[src/sv/mefr_pkg.sv]
package mefr_pkg;

	// Block dimensions.
	localparam int PORT_COUNT  = 6;
	localparam int RING_DEPTH  = 64;
	localparam int QUEUE_DEPTH = 4;

	localparam int PORT_IDX_W = (PORT_COUNT > 1) ? $clog2(PORT_COUNT) : 1;
	localparam int PTR_W      = $clog2(RING_DEPTH);
	localparam int MEM_DEPTH  = PORT_COUNT * RING_DEPTH;
	localparam int ADDR_W     = (MEM_DEPTH > 1) ? $clog2(MEM_DEPTH) : 1;

	// Line bytes with a meaning of their own.
	localparam logic [7:0] BYTE_ESC   = 8'h40;
	localparam logic [7:0] BYTE_START = 8'h7e;
	localparam logic [7:0] BYTE_END   = 8'h2e;
	localparam logic [7:0] BYTE_H     = 8'h48;
	localparam logic [7:0] ESC_AT     = 8'h41;
	localparam logic [7:0] ESC_TILDE  = 8'h42;
	localparam logic [7:0] ESC_DOT    = 8'h43;
	localparam logic [7:0] ESC_H      = 8'h44;

	// Command field codes.
	localparam logic CMD_RECEIVE = 1'b0;
	localparam logic CMD_DEQUEUE = 1'b1;

	// Result status codes.
	typedef enum logic [2:0] {
		ST_IGNORED  = 3'd0,
		ST_STORED   = 3'd1,
		ST_DROPPED  = 3'd2,
		ST_END      = 3'd3,
		ST_ABORT    = 3'd4,
		ST_START    = 3'd5,
		ST_DEQUEUED = 3'd6,
		ST_EMPTY    = 3'd7
	} status_t;

	// Request classes decided by the front end.
	typedef enum logic [2:0] {
		OP_IGNORE = 3'd0,
		OP_DEQ    = 3'd1,
		OP_ESC    = 3'd2,
		OP_START  = 3'd3,
		OP_DOT    = 3'd4,
		OP_DATA   = 3'd5
	} op_t;

	// One classified request as it travels from front to back.
	typedef struct packed {
		op_t                   op;
		logic [PORT_IDX_W-1:0] port;
		logic [7:0]            raw;
		logic [7:0]            unesc;
	} item_t;

	// Value of a byte that follows an escape.
	function automatic logic [7:0] unescape(input logic [7:0] b);
		logic [7:0] v;
		v = b;
		if (b == ESC_AT) begin
			v = BYTE_ESC;
		end else if (b == ESC_TILDE) begin
			v = BYTE_START;
		end else if (b == ESC_DOT) begin
			v = BYTE_END;
		end else if (b == ESC_H) begin
			v = BYTE_H;
		end
		return v;
	endfunction

endpackage

[src/sv/mefr_front.sv]
module mefr_front import mefr_pkg::*; (
	input  logic        clk,
	input  logic        arst_n,
	input  logic        in_valid,
	output logic        in_stall,
	input  logic        command,
	input  logic [2:0]  port,
	input  logic [7:0]  rx_byte,
	output logic        push,
	output item_t       push_item,
	input  logic        push_ok
);

	logic  valid_s1;
	item_t item_s1;
	item_t item_c;
	logic  port_ok;
	logic  load;

	// Classify the incoming request.
	always_comb begin
		port_ok       = (4'(port) < 4'(PORT_COUNT));
		item_c.port   = port[PORT_IDX_W-1:0];
		item_c.raw    = rx_byte;
		item_c.unesc  = unescape(rx_byte);
		if (!port_ok) begin
			item_c.op = OP_IGNORE;
		end else if (command == CMD_DEQUEUE) begin
			item_c.op = OP_DEQ;
		end else if (rx_byte == BYTE_ESC) begin
			item_c.op = OP_ESC;
		end else if (rx_byte == BYTE_START) begin
			item_c.op = OP_START;
		end else if (rx_byte == BYTE_END) begin
			item_c.op = OP_DOT;
		end else begin
			item_c.op = OP_DATA;
		end
	end

	// The stage holds only when the queue cannot take its request.
	assign in_stall  = valid_s1 && !push_ok;
	assign load      = in_valid && !in_stall;
	assign push      = valid_s1 && push_ok;
	assign push_item = item_s1;

	always_ff @(posedge clk or negedge arst_n) begin
		if (!arst_n) begin
			valid_s1 <= 1'b0;
		end else begin
			valid_s1 <= load || (valid_s1 && !push_ok);
		end
	end

	always_ff @(posedge clk) begin
		if (load) begin
			item_s1 <= item_c;
		end
	end

endmodule

[src/sv/mefr_queue.sv]
module mefr_queue import mefr_pkg::*; (
	input  logic  clk,
	input  logic  arst_n,
	input  logic  push,
	input  item_t push_item,
	output logic  push_ok,
	input  logic  pop,
	output logic  head_valid,
	output item_t head
);

	localparam int QPTR_W = $clog2(QUEUE_DEPTH);
	localparam int QCNT_W = $clog2(QUEUE_DEPTH + 1);

	item_t             slot_q [QUEUE_DEPTH];
	logic [QPTR_W-1:0] wr_q;
	logic [QPTR_W-1:0] rd_q;
	logic [QCNT_W-1:0] count_q;

	assign push_ok    = (count_q != QCNT_W'(QUEUE_DEPTH));
	assign head_valid = (count_q != '0);
	assign head       = slot_q[rd_q];

	// Pointers and fill count.
	always_ff @(posedge clk or negedge arst_n) begin
		if (!arst_n) begin
			wr_q    <= '0;
			rd_q    <= '0;
			count_q <= '0;
		end else begin
			if (push) begin
				wr_q <= wr_q + 1'b1;
			end
			if (pop) begin
				rd_q <= rd_q + 1'b1;
			end
			if (push && !pop) begin
				count_q <= count_q + 1'b1;
			end else if (pop && !push) begin
				count_q <= count_q - 1'b1;
			end
		end
	end

	// Entry storage.
	always_ff @(posedge clk) begin
		if (push) begin
			slot_q[wr_q] <= push_item;
		end
	end

endmodule

[src/sv/mefr_back.sv]
module mefr_back import mefr_pkg::*; (
	input  logic       clk,
	input  logic       arst_n,
	input  logic       head_valid,
	input  item_t      head,
	output logic       pop,
	output logic       out_valid,
	input  logic       out_stall,
	output logic [2:0] status,
	output logic [7:0] data_out,
	output logic [7:0] frames_ready
);

	// Per-port protocol state.
	logic             active_q [PORT_COUNT];
	logic             esc_q    [PORT_COUNT];
	logic [7:0]       count_q  [PORT_COUNT];
	logic [PTR_W-1:0] wr_q     [PORT_COUNT];
	logic [PTR_W-1:0] rd_q     [PORT_COUNT];

	// Ring storage shared by all ports.
	logic [7:0]       ring_mem [MEM_DEPTH];
	logic [7:0]       rdata_q;

	// Result register.
	logic             valid_s2;
	status_t          status_s2;
	logic [7:0]       data_s2;
	logic [7:0]       frames_s2;
	logic             deq_s2;

	// Current port state and its update.
	logic             cur_active;
	logic             cur_esc;
	logic [7:0]       cur_count;
	logic [PTR_W-1:0] cur_wr;
	logic [PTR_W-1:0] cur_rd;
	logic [PTR_W-1:0] wr_next;
	logic [PTR_W-1:0] rd_next;
	logic             nxt_active;
	logic             nxt_esc;
	logic [7:0]       nxt_count;
	logic [PTR_W-1:0] nxt_wr;
	logic [PTR_W-1:0] nxt_rd;
	logic             upd;
	status_t          res_status;
	logic [7:0]       res_data;
	logic [7:0]       res_frames;
	logic             res_deq;
	logic             mem_we;
	logic             mem_re;
	logic [PTR_W-1:0] mem_ptr;
	logic [ADDR_W-1:0] mem_addr;
	logic [7:0]       store_val;

	assign pop = head_valid && (!valid_s2 || !out_stall);

	always_comb begin
		cur_active = active_q[head.port];
		cur_esc    = esc_q[head.port];
		cur_count  = count_q[head.port];
		cur_wr     = wr_q[head.port];
		cur_rd     = rd_q[head.port];
		wr_next    = (cur_wr == PTR_W'(RING_DEPTH - 1)) ? '0 : cur_wr + 1'b1;
		rd_next    = (cur_rd == PTR_W'(RING_DEPTH - 1)) ? '0 : cur_rd + 1'b1;
		store_val  = cur_esc ? head.unesc : head.raw;
	end

	// Each port owns one contiguous block of the ring memory.
	assign mem_addr = ADDR_W'(head.port) * ADDR_W'(RING_DEPTH) + ADDR_W'(mem_ptr);

	// Execute one request against the addressed port.
	always_comb begin
		nxt_active = cur_active;
		nxt_esc    = cur_esc;
		nxt_count  = cur_count;
		nxt_wr     = cur_wr;
		nxt_rd     = cur_rd;
		upd        = 1'b0;
		res_status = ST_IGNORED;
		res_data   = '0;
		res_frames = cur_count;
		res_deq    = 1'b0;
		mem_we     = 1'b0;
		mem_re     = 1'b0;
		mem_ptr    = cur_wr;
		unique case (head.op)
			OP_IGNORE: begin
				res_frames = '0;
			end
			OP_DEQ: begin
				mem_ptr = cur_rd;
				if (cur_rd == cur_wr) begin
					res_status = ST_EMPTY;
				end else begin
					res_status = ST_DEQUEUED;
					res_deq    = 1'b1;
					mem_re     = 1'b1;
					nxt_rd     = rd_next;
					upd        = 1'b1;
				end
			end
			OP_ESC: begin
				nxt_esc = 1'b1;
				upd     = 1'b1;
			end
			OP_START: begin
				upd        = 1'b1;
				nxt_active = 1'b1;
				if (cur_active) begin
					nxt_esc    = 1'b0;
					nxt_wr     = '0;
					nxt_rd     = '0;
					res_status = ST_ABORT;
				end else begin
					res_status = ST_START;
				end
			end
			OP_DOT: begin
				if (cur_active) begin
					upd        = 1'b1;
					nxt_active = 1'b0;
					nxt_count  = cur_count + 1'b1;
					res_frames = cur_count + 1'b1;
					res_status = ST_END;
				end
			end
			OP_DATA: begin
				if (cur_active) begin
					upd     = 1'b1;
					nxt_esc = 1'b0;
					if (wr_next == cur_rd) begin
						res_status = ST_DROPPED;
					end else begin
						res_status = ST_STORED;
						res_data   = store_val;
						mem_we     = 1'b1;
						nxt_wr     = wr_next;
					end
				end
			end
			default: begin
				res_frames = '0;
			end
		endcase
	end

	// Port state update.
	always_ff @(posedge clk or negedge arst_n) begin
		if (!arst_n) begin
			for (int i = 0; i < PORT_COUNT; i++) begin
				active_q[i] <= 1'b0;
				esc_q[i]    <= 1'b0;
				count_q[i]  <= '0;
				wr_q[i]     <= '0;
				rd_q[i]     <= '0;
			end
		end else if (pop && upd) begin
			active_q[head.port] <= nxt_active;
			esc_q[head.port]    <= nxt_esc;
			count_q[head.port]  <= nxt_count;
			wr_q[head.port]     <= nxt_wr;
			rd_q[head.port]     <= nxt_rd;
		end
	end

	// Ring write and registered read.
	always_ff @(posedge clk) begin
		if (pop && mem_we) begin
			ring_mem[mem_addr] <= store_val;
		end
	end

	always_ff @(posedge clk) begin
		if (pop && mem_re) begin
			rdata_q <= ring_mem[mem_addr];
		end
	end

	// Result register, held while the receiver stalls.
	always_ff @(posedge clk or negedge arst_n) begin
		if (!arst_n) begin
			valid_s2 <= 1'b0;
		end else if (pop) begin
			valid_s2 <= 1'b1;
		end else if (!out_stall) begin
			valid_s2 <= 1'b0;
		end
	end

	always_ff @(posedge clk) begin
		if (pop) begin
			status_s2 <= res_status;
			data_s2   <= res_data;
			frames_s2 <= res_frames;
			deq_s2    <= res_deq;
		end
	end

	assign out_valid    = valid_s2;
	assign status       = status_s2;
	assign data_out     = deq_s2 ? rdata_q : data_s2;
	assign frames_ready = frames_s2;

	// A request is never taken while a stalled result is still waiting.
	assert property (@(posedge clk) disable iff (!arst_n)
		pop |-> !(valid_s2 && out_stall))
		else $error("request taken over a stalled result");

	// A port out of range reports zero frames.
	assert property (@(posedge clk) disable iff (!arst_n)
		pop && head.op == OP_IGNORE |=> status_s2 == ST_IGNORED && frames_s2 == '0)
		else $error("ignored request changed the result");

	// A dequeue from a ring that holds data returns a byte.
	assert property (@(posedge clk) disable iff (!arst_n)
		pop && head.op == OP_DEQ && cur_rd != cur_wr |=> deq_s2 && status_s2 == ST_DEQUEUED)
		else $error("dequeue from a non-empty ring not reported");

	// Data bytes outside a frame are never stored.
	assert property (@(posedge clk) disable iff (!arst_n)
		pop && head.op == OP_DATA && !cur_active |=> status_s2 == ST_IGNORED)
		else $error("byte outside a frame was handled");

endmodule

[src/sv/multiport_escaped_frame_receiver.sv]
// Byte-stuffed frame receiver for several serial ports.
//
// Requests enter on in_valid/in_stall with command, port and rx_byte. A
// receive command feeds one line byte to the addressed port's deframer; a
// dequeue command pops one decoded byte from that port's ring. Every request
// gives exactly one result on out_valid/out_stall: status, data_out and
// frames_ready, in request order.
//
// An accepted request passes through the classify stage register and the
// small request queue, then the execute stage writes the result register.
// Throughput is one request per cycle while out_stall is low, set by
// the per-port state update and the single-port ring memory, which takes
// one write or one read each cycle.
//
// Reset clears all frame flags, escape flags, frame counters and ring
// pointers at once; ring contents are not cleared and need no sweep.
// When the receiver stalls, the result is held, the queue fills, and after
// its four entries and the classify stage are full, in_stall rises.
module multiport_escaped_frame_receiver import mefr_pkg::*; (
	input  logic       clk,
	input  logic       arst_n,
	input  logic       in_valid,
	output logic       in_stall,
	input  logic       command,
	input  logic [2:0] port,
	input  logic [7:0] rx_byte,
	output logic       out_valid,
	input  logic       out_stall,
	output logic [2:0] status,
	output logic [7:0] data_out,
	output logic [7:0] frames_ready
);

	logic  push;
	logic  push_ok;
	item_t push_item;
	logic  pop;
	logic  head_valid;
	item_t head;

	// Classify stage.
	mefr_front u_front (
		.clk       (clk),
		.arst_n    (arst_n),
		.in_valid  (in_valid),
		.in_stall  (in_stall),
		.command   (command),
		.port      (port),
		.rx_byte   (rx_byte),
		.push      (push),
		.push_item (push_item),
		.push_ok   (push_ok)
	);

	// Request queue between the two halves.
	mefr_queue u_queue (
		.clk        (clk),
		.arst_n     (arst_n),
		.push       (push),
		.push_item  (push_item),
		.push_ok    (push_ok),
		.pop        (pop),
		.head_valid (head_valid),
		.head       (head)
	);

	// Execute stage with port state and ring memory.
	mefr_back u_back (
		.clk          (clk),
		.arst_n       (arst_n),
		.head_valid   (head_valid),
		.head         (head),
		.pop          (pop),
		.out_valid    (out_valid),
		.out_stall    (out_stall),
		.status       (status),
		.data_out     (data_out),
		.frames_ready (frames_ready)
	);

endmodule

[config.mk]
export PLATFORM = sky130hd
export DESIGN_NAME = multiport_escaped_frame_receiver
export DESIGN_NICKNAME = d
export VERILOG_FILES = /design/src/sv/mefr_pkg.sv /design/src/sv/mefr_front.sv /design/src/sv/mefr_queue.sv /design/src/sv/mefr_back.sv /design/src/sv/multiport_escaped_frame_receiver.sv
export SDC_FILE = /design/constraint.sdc
export NUM_CORES = 2
export LEC_CHECK = 0
export BUFFER_PORTS_ARGS = -buffer_cell sky130_fd_sc_hd__buf_2
export CORE_ASPECT_RATIO = 1.75
export CORE_MARGIN = 5
export CORE_UTILIZATION = 53
export CTS_BUF_LIST = sky130_fd_sc_hd__clkbuf_2 sky130_fd_sc_hd__clkbuf_4 sky130_fd_sc_hd__clkbuf_8
export DETAILED_ROUTE_END_ITERATION = 16
export PLACE_DENSITY = 0.72
export SLEW_MARGIN = 0
export SYNTH_ARGS = -nofsm -noshare
export SYNTH_HDL_FRONTEND = slang
export SYNTH_SLANG_ARGS = --single-unit
[constraint.sdc]
create_clock -name clk -period 6.97 [get_ports clk]
set_input_delay 1.0455 -clock clk [delete_from_list [all_inputs] [get_ports clk]]
set_output_delay 1.0455 -clock clk [all_outputs]
set_load 0.01 [all_outputs]
==> impl_metrics.csv <==
group,metric,value,unit
global_routing,grt-ovfl-total,0,
timing,worstMarginPinSlew,1.29,ns
finish,nets,7684,
power,finalPower,0.0622,W
clock_network,h-tree-depth,5,
timing,fmax,0.148,GHz
logic_synthesis,synth_nets,7563,
routing,wire_per_inst,31.8,um
setup_path,start_kind,"flip-flop",
timing,fin_crit,6.78,ns
global_routing,grt_pass1_wl,504000,um
routing,routed_wl,353000,um
clock_network,clock_sink_count,3351,
clock_network,clkLatencyLatePin,1.03,ns
global_routing,top_usage_layer,"met2",
setup_path,cp.arrival,7.39,ns
timing,period_share,97.2,%
global_routing,use_met1,32.0,%
clock_network,cts.clk_slew.worst_paths,0.07,ns
clock_network,cts_buffers,427,
routing,drtPass1Iterations,8,
timing,setup_violations,0,
global_routing,grt_max_degree,165,
floorplanning,num_io_pins,37,
power,peakVddDrop,885,uV
setup_path,worstPathRequired,7.58,ns
power,clkPwrFrac,23.5,%
floorplanning,fp.coreArea,238000,sq um
place,place_hpwl,216000,um
logic_synthesis,synth.area.top_cells,"edfxtp_1, a22oi_1, a21oi_1",
setup_path,crit_fanout,36,
logic_synthesis,yosysSeqAreaShare,78.9,%
global_routing,track_usage,27.5,%
setup_path,r2r-end,"u_back.ring_mem[336][7]$_DFFE_PP_",
logic_synthesis,async_reset_ff_share,4.21,%
floorplanning,fp.dieW,380,um
timing,fin_ws,0.193,ns
finish,drive_gt1_share,14.9,%
finish,register_area,99900,sq um
timing,slew_headroom,12.8,%
finish,fillCellCount,17100,
power,power_density,445,nW/um^2
routing,via_per_inst,6.72,
finish,syn2layout_area_growth,10.4,%
routing,vias,74700,
logic_synthesis,synth_top_area_cell,"edfxtp_1",
place,gp_congestion,0.946,
setup_path,ff2ff_path_depth,14,
setup_path,critPathKind,"reg -> reg",
finish,multi_input_area,24800,sq um
timing,hold_ws,0.253,ns
logic_synthesis,synth_edf_count,3210,
power,p_leak,42.6,nW
setup_path,endpoint_kind,"flip-flop",
job,maxCapViolations,0,
logic_synthesis,synthCells,7538,
logic_synthesis,syn-cell-area,127000,sq um
global_routing,grt_use_met3,4.26,%
status,status,"finished, final reports clean",
timing,finClkSkew,0.0846,ns
floorplanning,dieArea,249000,sq um
logic_synthesis,synth_ff_type,"edfxtp_1",
setup_path,r2r-start,"u_queue.rd_q[0]$_DFFE_PN0P_",
finish,stdcell_count,11100,
min_path,hold_start,"port[0]",
logic_synthesis,synth.top_cells.by_count,"edfxtp_1, a22oi_1, a21oi_1",
floorplanning,start_util,53.2,%
logic_synthesis,ys_types,79,
power,seqPwrFrac,45.7,%
place,portBuffers,36,
routing,route.detailed.drc,0,
routing,drt-initial-drc-count,10700,
timing,drv_slew,0,
power,sw_frac_of_total,35.9,%
timing,tns,0,ns
place,dp_cells,10300,
min_path,holdPathStages,1,
global_routing,antenna_found_initial,10,
min_path,hold-path-endpoint,"u_front.push_item[16]$_DFFE_PP_",
logic_synthesis,yosys_warnings,0,
logic_synthesis,yosysMostFrequentCell,"edfxtp_1",
routing,ant_nets,0,
power,p_sw,0.0224,W
clock_network,postCtsSetupRepairBufs,0,
setup_path,ff2ff_setup_slack,0.19,ns
global_routing,grt.met2_usage,46.7,%
floorplanning,rows,237,
global_routing,first_global_vias,74100,
timing,rsz0062_at_grt,"true",
clock_network,clockBufferDepth,4,
clock_network,cts_tree,"yes",
power,pwr-share-comb,30.8,%
logic_synthesis,ys_ff_latch,3351,
logic_synthesis,synth_top_area_share,76.1,%
power,p_int,0.0398,W
clock_network,root_buffer,"clkbuf_8",
min_path,hold_path_class,"in -> reg",
timing,hold_viol,0,
logic_synthesis,avgSynthCellArea,16.8,sq um
place,pre_cts_ws,-0.236,ns
floorplanning,die_h,657,um
[state kept, by name, summed over array words and instances, names as in the netlist, 2 cells and up]
register and count:
u_back.ring_mem 3072, u_queue.slot_q 88, u_back.count_q 48, u_back.rd_q 36
u_back.wr_q 36, u_front.push_item 22, u_back.data_s2 8, u_back.frames_ready 8
u_back.rdata_q 8, u_back.active_q 6, u_back.esc_q 6, u_back.status 3
u_queue.count_q 3, u_queue.rd_q 2, u_queue.wr_q 2
[timing repair]
item	4_1_cts	5_1_grt
endpoints found under the hold margin	8	0
gates resized for setup	2	17
endpoints found under the setup margin	2	260
hold buffers	1	0
[placed cells by master (no fill, tap or decap), types with 99 or more instances in the layout]
master	instances
dfrtp_1	140
a21oi_1	791
o41ai_1	162
clkbuf_8	440
edfxtp_1	3210
nand2_1	136
clkbuf_4	103
mux2_2	151
buf_4	148
a22oi_1	1427
clkinv_1	99
nor2_1	424
[through the flow]
step	instance area, sq um	utilization (%)
2_1_floorplan	127000	-
3_3_place_gp	131000	55.0
3_5_place_dp	131000	55.0
4_1_cts	140000	58.7
5_1_grt	140000	58.7
6_report	140000	58.7
[critical path: stages, from the launching register on]
cell,delay [ns]
dfrtp_2,0.66
mux4_4,1.03
mux2i_1,0.21
o22ai_1,0.30
or2_1,0.39
ha_1,0.28
inv_1,0.14
o31a_1,0.31
o31a_1,0.27
xnor2_1,0.31
o211ai_2,0.17
nor2_4,0.11
buf_4,0.47
nand3_1,0.79
nor2_1,0.92
[power groups by stage]
stage / clock network (W) / registers [W] / logic [W]
after floorplan: 0 / 0.0296 / 0.00957
after global placement: 0 / 0.0288 / 0.0185
after detailed placement: 0 / 0.0288 / 0.0189
after CTS: 0.0147 / 0.0284 / 0.0190
after global routing: 0.0156 / 0.0284 / 0.0198
final: 0.0146 / 0.0284 / 0.0191
[per-layer routing]
metal	wire, um	vias to the layer above	share of wire (%)
met5	17	-	0.0048
met4	29900	2	8.5
met3	31500	1141	8.9
met2	177000	5003	50
met1	115000	37400	33
li1	-	31200	-
[how the worst max path moves through the flow]
| stage | endpoint | start | cells after the start |
|---|---|---|---|
| floorplan | u_back.ring_mem[0][0]$_DFFE_PP_ | u_queue.rd_q[0]$_DFFE_PN0P_ | 10 |
| global placement | u_back.rdata_q[1]$_DFFE_PP_ | u_queue.rd_q[0]$_DFFE_PN0P_ | 13 |
| detailed placement | u_back.rdata_q[1]$_DFFE_PP_ | u_queue.rd_q[0]$_DFFE_PN0P_ | 13 |
| CTS | u_back.rdata_q[3]$_DFFE_PP_ | u_queue.rd_q[0]$_DFFE_PN0P_ | 14 |
| global route | u_back.ring_mem[326][6]$_DFFE_PP_ | u_queue.rd_q[0]$_DFFE_PN0P_ | 14 |
| finish | u_back.ring_mem[336][7]$_DFFE_PP_ | u_queue.rd_q[0]$_DFFE_PN0P_ | 14 |
[cell type report]
| type | instances | area share (%) |
|---|---|---|
| Sequential cell | 3351 | 71.4 |
| Multi-Input combinational cell | 3615 | 17.7 |
| Clock buffer | 542 | 4.88 |
| Tap cell | 3107 | 2.78 |
| Timing Repair Buffer | 240 | 1.71 |
| Clock inverter | 234 | 1.36 |
| Inverter | 24 | 0.0644 |
| Antenna cell | 6 | 0.0107 |
[kinds of logic after synthesis]
kind of cell,after synthesis,synth area share (%)
AO/OA/AOI/OAI,2595,14.1
AND/OR/NAND/NOR,754,2.62
flip-flops,3351,78.9
buffers and inverters,572,1.86
adder cells (fa/ha/maj),9,0.0948
multiplexers,230,2.28
XOR/XNOR,27,0.187
No activity file was read; power rests on OpenSTA's default activity.
